[src/hw/rtl/plc_pkg.sv]
package plc_pkg;

   localparam int DEFAULT_DEPTH      = 64;
   localparam int DEFAULT_VALUE_BITS = 32;

   localparam int FUNC_W   = 3;
   localparam int POS_W    = 7;
   localparam int ITEM_W   = 32;
   localparam int STATUS_W = 2;
   localparam int COUNT_W  = 7;

   localparam int REQ_TDATA_W = 40;
   localparam int RSP_TDATA_W = 48;

   localparam logic [FUNC_W-1:0] FN_INS_FRONT = 3'd0;
   localparam logic [FUNC_W-1:0] FN_INS_BACK  = 3'd1;
   localparam logic [FUNC_W-1:0] FN_INS_AT    = 3'd2;
   localparam logic [FUNC_W-1:0] FN_REM_FRONT = 3'd3;
   localparam logic [FUNC_W-1:0] FN_REM_BACK  = 3'd4;
   localparam logic [FUNC_W-1:0] FN_REM_AT    = 3'd5;

   localparam logic [STATUS_W-1:0] ST_DONE  = 2'd0;
   localparam logic [STATUS_W-1:0] ST_RANGE = 2'd1;
   localparam logic [STATUS_W-1:0] ST_FULL  = 2'd2;

   typedef struct packed {
      logic insert;
      logic remove;
   } cell_cmd_type;

endpackage

[src/hw/rtl/plc_cell.sv]
module plc_cell #(
   parameter int VALUE_BITS = 32,
   parameter int IDX_W      = 6,
   parameter int INDEX      = 0
) (
   input  logic                    clock,
   input  plc_pkg::cell_cmd_type   cmd,
   input  logic [IDX_W-1:0]        pos,
   input  logic [VALUE_BITS-1:0]   new_value,
   input  logic [VALUE_BITS-1:0]   left_value,
   input  logic [VALUE_BITS-1:0]   right_value,
   output logic [VALUE_BITS-1:0]   value
);
   import plc_pkg::*;

   localparam logic [IDX_W-1:0] MY_IDX = IDX_W'(INDEX);

   logic [VALUE_BITS-1:0] value_ff;
   logic [VALUE_BITS-1:0] value_in;

   always_comb begin
      value_in = value_ff;
      priority if (cmd.insert) begin
         if (MY_IDX > pos) begin
            value_in = left_value;
         end else if (MY_IDX == pos) begin
            value_in = new_value;
         end
      end else if (cmd.remove) begin
         if (MY_IDX >= pos) begin
            value_in = right_value;
         end
      end else begin
         value_in = value_ff;
      end
   end

   always_ff @(posedge clock) begin
      value_ff <= value_in;
   end

   assign value = value_ff;

endmodule

[config.mk]
export PLATFORM = sky130hd
export DESIGN_NAME = plc_cell
export DESIGN_NICKNAME = d
export VERILOG_FILES = /design/src/hw/rtl/plc_pkg.sv /design/src/hw/rtl/plc_cell.sv
export SDC_FILE = /design/constraint.sdc
export NUM_CORES = 1
export LEC_CHECK = 0
export BUFFER_PORTS_ARGS = -buffer_cell sky130_fd_sc_hd__buf_2
export CAP_MARGIN = 10
export CORE_MARGIN = 2
export CORE_UTILIZATION = 35
export CTS_BUF_LIST = sky130_fd_sc_hd__clkbuf_8 sky130_fd_sc_hd__clkbuf_16
export CTS_CLUSTER_DIAMETER = 40
export DETAILED_ROUTE_END_ITERATION = 7
export GPL_TIMING_DRIVEN = 0
export PLACE_DENSITY = 0.84
export SLEW_MARGIN = 20
export SYNTH_ARGS = -nofsm -noshare
export SYNTH_HDL_FRONTEND = slang
export SYNTH_SLANG_ARGS = --single-unit
[constraint.sdc]
create_clock -name clock -period 4.2 [get_ports clock]
set_input_delay 0.84 -clock clock [delete_from_list [all_inputs] [get_ports clock]]
set_output_delay 0.84 -clock clock [all_outputs]
set_load 0.02 [all_outputs]
Word-level counts from Yosys, hierarchy flattened
Cells that the tools add are included.
Widths: inputs -> output; s select.
- flip-flop bits (word level): 32
- bits of input ports: 105
- output and inout port bits: 32
- word-level logic and storage cells: 13
- order comparisons: 2
- equal/unequal tests: 1
- multiplexer cells: 5
- reduce and logical (&&, ||, !) cells: 4
- operators with widths (cell ; number):
    $mux 32 ; 5
    $ge 1x6->1 const A ; 1
    $gt 1x6->1 const A ; 1
    $logic_not 6->1 ; 1
    $reduce_bool 2->1 ; 2
    $ne 3x1->1 const B ; 1
    $reduce_and 3->1 ; 1

Logic depth before layout (Yosys ltp)
Gate-level depths: netlist of the first run.
- word-level depth: 4
- mapped depth: 4
- depth with buffers taken out: 2

Worst setup path after synthesis of the first run
OpenSTA, ideal clock, no wires.
- path type: in2reg
- start point: input pos[2]
- end point: register value_ff[0] (netlist: value[0]) (enable)
- library setup time: 442 ps
- arrival: 3138 ps
- required time: 3758 ps
- setup slack: 620 ps
- stages on the path: 2
- path buffers: 0
- cell sequence: or4_4 -> nor4_2
- word-level cells in the longest chain between the ends: 3
- elaborated cells on any way between the ends: 6
- classes of those cells: 2 x order compare; 1 x eq/ne; 3 x reduce/logical
- RTL lines (element ; RTL line ; text):
    from (decl) ; plc_cell.sv:8 ; input logic [IDX_W-1:0] pos,
    $gt 1x6->1, or another cell as far along ; plc_cell.sv:24 ; if (MY_IDX > pos) begin
    $ne 3x1->1 (no line) / $reduce_bool 2->1 (equally long branches) ; -- ;
    $reduce_and 3->1 (no line) (*) ; -- ;
    to (signal assigned) ; plc_cell.sv:39 ; value_ff <= value_in;
    to (decl) ; plc_cell.sv:18 ; logic [VALUE_BITS-1:0] value_ff;
Mark *: on every way between the ends. The rest lies on a longest branch, timed or not.
A chain may end at the register's enable or synchronous reset.

Worst setup path in the final report of the first run
- start point: input pos[2]
- end point: register value_ff[12] (netlist: value[12]) (enable)
Same word-level chain as after synthesis.

==> results by group, run 1 <==
Yosys
  • Synth cell types: 8
  • Synth area leader: edfxtp_1
  • Mapped Area: 1380 sq um
  • Top post-synthesis cells by area: edfxtp_1 (70%), mux2_2 (22%), mux2_1 (4.1%), buf_4 (1.6%), nor4_2 (0.91%)
  • Synth top area share: 0.698
  • Number of synthesized register bits: 32
  • Synth Instances: 71
  • Syn_area_per_cell: 19.4 sq um
  • Synth Warn #: 0
  • Syn Nets: 176
  • Sequential-to-total area share from yosys stat: 0.698

Global routing
  • Total congestion overflow: 0
  • Tot GR Track Use: 0.149
  • Initial antenna violation count: 0
  • Largest net degree at the start of global routing: 14
  • Vias in the first global route: 1087
  • First-pass GRT wire length: 4.66 mm

Floorplan
  • Top Ports: 137
  • Core Box Area: 3720 sq um
  • Initial Util: 0.370
  • Die height: 66.7 microns
  • Die X: 66.7 microns
  • FP Rows: 22
  • Die area: 4450 sq um

Critical path
  • WP data required: 4170 ps
  • CP cell instances: buf_2 -> or4_4 -> nor4_4 -> buf_4
  • CP startpoint: pos[2]
  • Slowest stage cell, crit path: or4_4
  • Crit path DAT: 2210 ps
  • CP max stage delay: 530 ps
  • Critical path capture point type: flip-flop
  • Max FO, Critical Path: 13
  • Startpoint class of the critical path: primary input
  • Critical path type: primary input to flip-flop

Flow run
  • Number of max-cap violations: 0

Timing
  • Hold WS: 846 ps
  • Max Fclk: 0.447 GHz
  • Worst-Margin Slew: 543 ps
  • Final Cycle Share: 0.533
  • PnR worst setup slack: 1960 ps
  • Max-slew headroom: 0.635
  • Fin Setup TNS: 0 ps
  • Unrepaired setup endpoints after global routing: no
  • Final hold violation count: 0
  • Final setup vio count: 0
  • Final min period: 2240 ps
  • Slew Limit Fails: 0

Placement
  • Placed Area: 1980 sq um
  • Pre-CTS setup slack: 1640 ps
  • GPL Wtd Cong: 0.699
  • DP HPWL: 2.41 mm
  • PortBufs: 103

Routing
  • Final WL: 3.02 mm
  • # DRC: 0
  • First drt pass iteration count: 3
  • Antenna viol nets, final: 0
  • Starting DRT DRC Count: 22
  • Wire per inst: 13.0 microns
  • Number of vias per cell: 4.49
  • Vias post-DR: 1042

Worst hold path
  • Hold WC Path Type: primary input to flip-flop
  • Hold wc startpoint: right_value[28]
  • Hold Path Cell Cnt: 2

Layout
  • Post-route core utilization: 0.554
  • Area growth from synthesis to layout: 49.5%
  • Antenna cells: 0
  • Final instance area: 2060 sq um
  • Share of layout cells above drive strength 1: 0.788
  • Commonest cells after routing, fill and taps aside: buf_2 (104), edfxtp_1 (32), mux2_2 (27)
  • Final nets: 288
  • Max reg flops: 32
  • Fillers: 326
  • Most common cell after layout, fill and taps aside: buf_2

CTS
  • Clk sinks: 32
  • Clock buffer depth: 2
  • Post-cts resize count: 0
  • CTS tree: done
  • H-tree level count: 2
  • Root buffer cell: clkbuf_8
  • Clock Pin Slew Worst Setup and Hold Paths: 60 ps
  • Hold buffers post-CTS: 0
  • Postcts setup bufs: 0
  • Num CTS Buffers: 5

Power and ir drop
  • Leakage power: 0.900 nW
  • Sequential Power Share: 0.550
  • Switching share of power: 0.205
  • Comb power frac: 0.116
  • Peak VDD IR: 186 uV
  • Power Internal: 0.000517 W
  • Power per cell area: 316 nW/um^2
  • Net Sw Power: 0.000133 W
  • Clock power share: 0.335

Status
  • Status: finished, final reports clean
[routing by layer]
layer | global-route usage | wire [microns] | up-vias
li1 | - | - | 501
met1 | 0.146 | 988 | 469
met2 | 0.251 | 1540 | 70
met3 | 0.0811 | 454 | 2
met4 | 0.0765 | 36 | 0
met5 | 0 | 0 | -
[cells in the mapped netlist]
master	instances
buf_2	1
buf_4	3
edfxtp_1	32
mux2_1	5
mux2_2	27
nor2_1	1
nor4_2	1
or4_4	1
[worst max-delay path, delay by kind of cell]
family | cells | cell delay (ps)
AND/OR/NAND/NOR | 2 | 950
buffers and inverters | 2 | 400
[cell type report]
type | count | area, sq um | area share
Sequential cell | 32 | 961 | 0.467
Timing Repair Buffer | 105 | 531 | 0.258
Multi-Input combinational cell | 35 | 397 | 0.193
Clock buffer | 5 | 68.8 | 0.0334
Tap cell | 48 | 60.1 | 0.0292
Buffer | 4 | 27.5 | 0.0134
Clock inverter | 3 | 13.8 | 0.00669
[power by group through the flow]
| stage | combinational, W | clock [W] | sequential (W) |
|---|---|---|---|
| 2_1_floorplan | 0.0000323 | 0 | 0.000369 |
| 3_3_place_gp | 0.0000726 | 0 | 0.000365 |
| 3_5_place_dp | 0.0000758 | 0 | 0.000365 |
| 4_1_cts | 0.0000765 | 0.000227 | 0.000358 |
| 5_1_grt | 0.0000834 | 0.000244 | 0.000358 |
| 6_report | 0.0000752 | 0.000218 | 0.000358 |
[stage by stage]
step                power (W)  std cells
floorplan            0.000401         71
global placement     0.000437        222
detailed placement   0.000440        224
CTS                  0.000661        232
global route         0.000685        232
finish               0.000651        232
[worst paths after layout]
kind                         to  slack (ps)
worst max-delay path  value[12]        1960
worst min-delay path  value[28]         850
[cell families after synthesis]
kind of cell / Yosys count / share of synthesized area
and+or+nand+nor: 3 / 0.0200
muxes: 32 / 0.262
DFF: 32 / 0.698
buffers and inverters: 4 / 0.0200
Note: power is estimated with default switching activity, not from simulation.
==> run 2, diff against run 1 <==
CORE_UTILIZATION = 32   (was 35)
PLACE_DENSITY = 0.81   (was 0.84)
clock period = 1.8 ns   (was 4.2 ns; I/O delays follow)
==> results by group, run 2 (same netlist as run 1, synthesis figures left out) <==
Timing
  • Max Fclk: 0.588 GHz
  • Worst-Margin Slew: 212 ps (-331 ps)
  • Final Cycle Share: 0.944
  • Final hold violation count: 0 (unchanged)
  • Max-slew headroom: 0.858 (+0.223)
  • Final setup vio count: 0 (unchanged)
  • Unrepaired setup endpoints after global routing: no
  • Final min period: 1700 ps
  • Hold WS: 366 ps (-480 ps)
  • Slew Limit Fails: 0 (unchanged)

Critical path
  • Bufs and invs on worst path: 3 (+1)
  • CP startpoint: pos[2]
  • Crit path DAT: 1670 ps (-540 ps)
  • Startpoint class of the critical path: primary input
  • Crit path depth: 5 (+1)
  • CP cell instances: buf_2 -> or4_4 -> nor4_4 -> buf_4 -> buf_4
  • Critical path capture point type: flip-flop
  • CP max stage delay: 540 ps (about the same)
  • WP data required: 1770 ps (-2400 ps)
  • Critical path type: primary input to flip-flop
  • Top delay family on crit path: simple AND/OR/NAND/NOR gates
  • Max FO, Critical Path: 13 (unchanged)
  • Slowest stage cell, crit path: or4_4
  • CP most frequent cell: buf_4

Flow run
  • Number of max-cap violations: 0 (unchanged)

Worst hold path
  • Hold Path Cell Cnt: 2 (unchanged)
  • Hold wc startpoint: new_value[30]
  • Hold WC Path Type: primary input to flip-flop
  • Hold Path End: value[30]

Layout
  • Multi-input logic area: 397 sq um (unchanged)
  • Commonest cells after routing, fill and taps aside: buf_2 (104), edfxtp_1 (32), mux2_2 (27)
  • Post-route core utilization: 0.514 (-0.0395)
  • Most common cell after layout, fill and taps aside: buf_2
  • Antenna cells: 0 (unchanged)
  • Area growth from synthesis to layout: 51.6%
  • Register area: 961 sq um (unchanged)
  • Fillers: 351 (+7.7%)
  • Final nets: 291 (+1.0%)
  • Max reg flops: 32 (unchanged)
  • Share of layout cells above drive strength 1: 0.791 (+0.00340)

Power and ir drop
  • Power per cell area: 729 nW/um^2 (+130%)
  • Leakage power: 0.917 nW (+1.9%)
  • Sequential Power Share: 0.549 (about the same)
  • Total power: 0.00152 W (+130%)
  • Peak VDD IR: 508 uV (+170%)
  • Power Internal: 0.00121 W (+130%)
  • Switching share of power: 0.205 (+0.000685)
  • Comb power frac: 0.117 (about the same)
  • Net Sw Power: 0.000312 W (+130%)
  • Clock power share: 0.334 (about the same)

Routing
  • Starting DRT DRC Count: 37 (+68%)
  • First drt pass iteration count: 4 (+1)
  • Vias post-DR: 1051 (+0.86%)
  • Final WL: 2.99 mm (-0.96%)
  • Wire per inst: 12.6 microns (-3.0%)
  • Antenna viol nets, final: 0 (unchanged)
  • Number of vias per cell: 4.43 (-1.3%)
  • # DRC: 0 (unchanged)

Floorplan
  • Die area: 4840 sq um (+8.8%)
  • Core Box Area: 4060 sq um (+9.2%)
  • Die height: 69.6 microns (+4.3%)
  • Die X: 69.6 microns (+4.3%)
  • FP Rows: 23 (+4.5%)
  • Top Ports: 137 (unchanged)
  • Initial Util: 0.339 (-0.0312)

CTS
  • Clock Pin Slew Worst Setup and Hold Paths: 70 ps (about the same)
  • Num CTS Buffers: 5 (unchanged)
  • Hold buffers post-CTS: 0 (unchanged)
  • Post-cts resize count: 0 (unchanged)
  • H-tree level count: 2 (unchanged)
  • CTS tree: done
  • Clock buffer depth: 2 (unchanged)
  • Root buffer cell: clkbuf_8
  • Clk sinks: 32 (unchanged)

Placement
  • GPL Wtd Cong: 0.736 (+5.4%)
  • PortBufs: 103 (unchanged)
  • DP HPWL: 2.40 mm (-0.44%)

Global routing
  • Tot GR Track Use: 0.131 (-0.0179)
  • Initial antenna violation count: 0 (unchanged)
  • First-pass GRT wire length: 4.81 mm (+3.3%)
  • Largest net degree at the start of global routing: 14 (unchanged)
  • Vias in the first global route: 1131 (+4.0%)
  • Total congestion overflow: 0 (unchanged)

Status
  • Status: finished, final reports clean
-- run 2: changes by cell type in the layout (fill, tap and decap cells not counted) --
cell	change
buf_4	+2
buf_6	+1
-- run 2: worst max-delay path by stage --
| stage | to | slack (ps) |
|---|---|---|
| 6_report | value[17] | 100 |
| 5_1_grt | value[17] | 60 |
| 4_1_cts | value[17] | 20 |
| 3_5_place_dp | value[17] | -270 |
| 3_3_place_gp | value[14] | -1000 |
| 2_1_floorplan | value[0] | -560 |
-- run 2: what timing repair did --
item	CTS	global route
hold endpoints to repair	0	0
setup endpoints to repair	0	13
setup buffers	0	3
-- run 2: area by class of cell --
class	instances	area share
sequential	32	0.460
timing repair buffer	108	0.267
multi-input combinational	35	0.190
clock buffer	5	0.0330
tap	50	0.0300
buffer	4	0.0132
clock inverter	3	0.00659
-- run 2: stage by stage --
step / instances / TNS, ps / cell area (sq um) / setup slack (ps)
after global routing: 237 / 0 / 2090 / 56.7
after global placement: 224 / -32070 / 1960 / -1000
after floorplan: 71 / -18020 / 1390 / -563
final: 237 / 0 / 2090 / 100
after detailed placement: 226 / -5770 / 1980 / -265
after CTS: 234 / 0 / 2060 / 24.1
-- run 2: power by group through the flow --
stage / sequential (W) / clock, W / combinational [W]
global route: 0.000834 / 0.000564 / 0.000199
floorplan: 0.000860 / 0 / 0.0000762
finish: 0.000835 / 0.000508 / 0.000178
detailed placement: 0.000851 / 0 / 0.000179
CTS: 0.000834 / 0.000528 / 0.000180
global placement: 0.000851 / 0 / 0.000173
-- run 2: metal layers --
layer  GRT usage  share of wire  up-vias
met2       0.223           0.49       74
met4      0.0588          0.016        0
met5           0              0        -
met1       0.122           0.34      466
met3      0.0843           0.15        4
li1            -              -      507
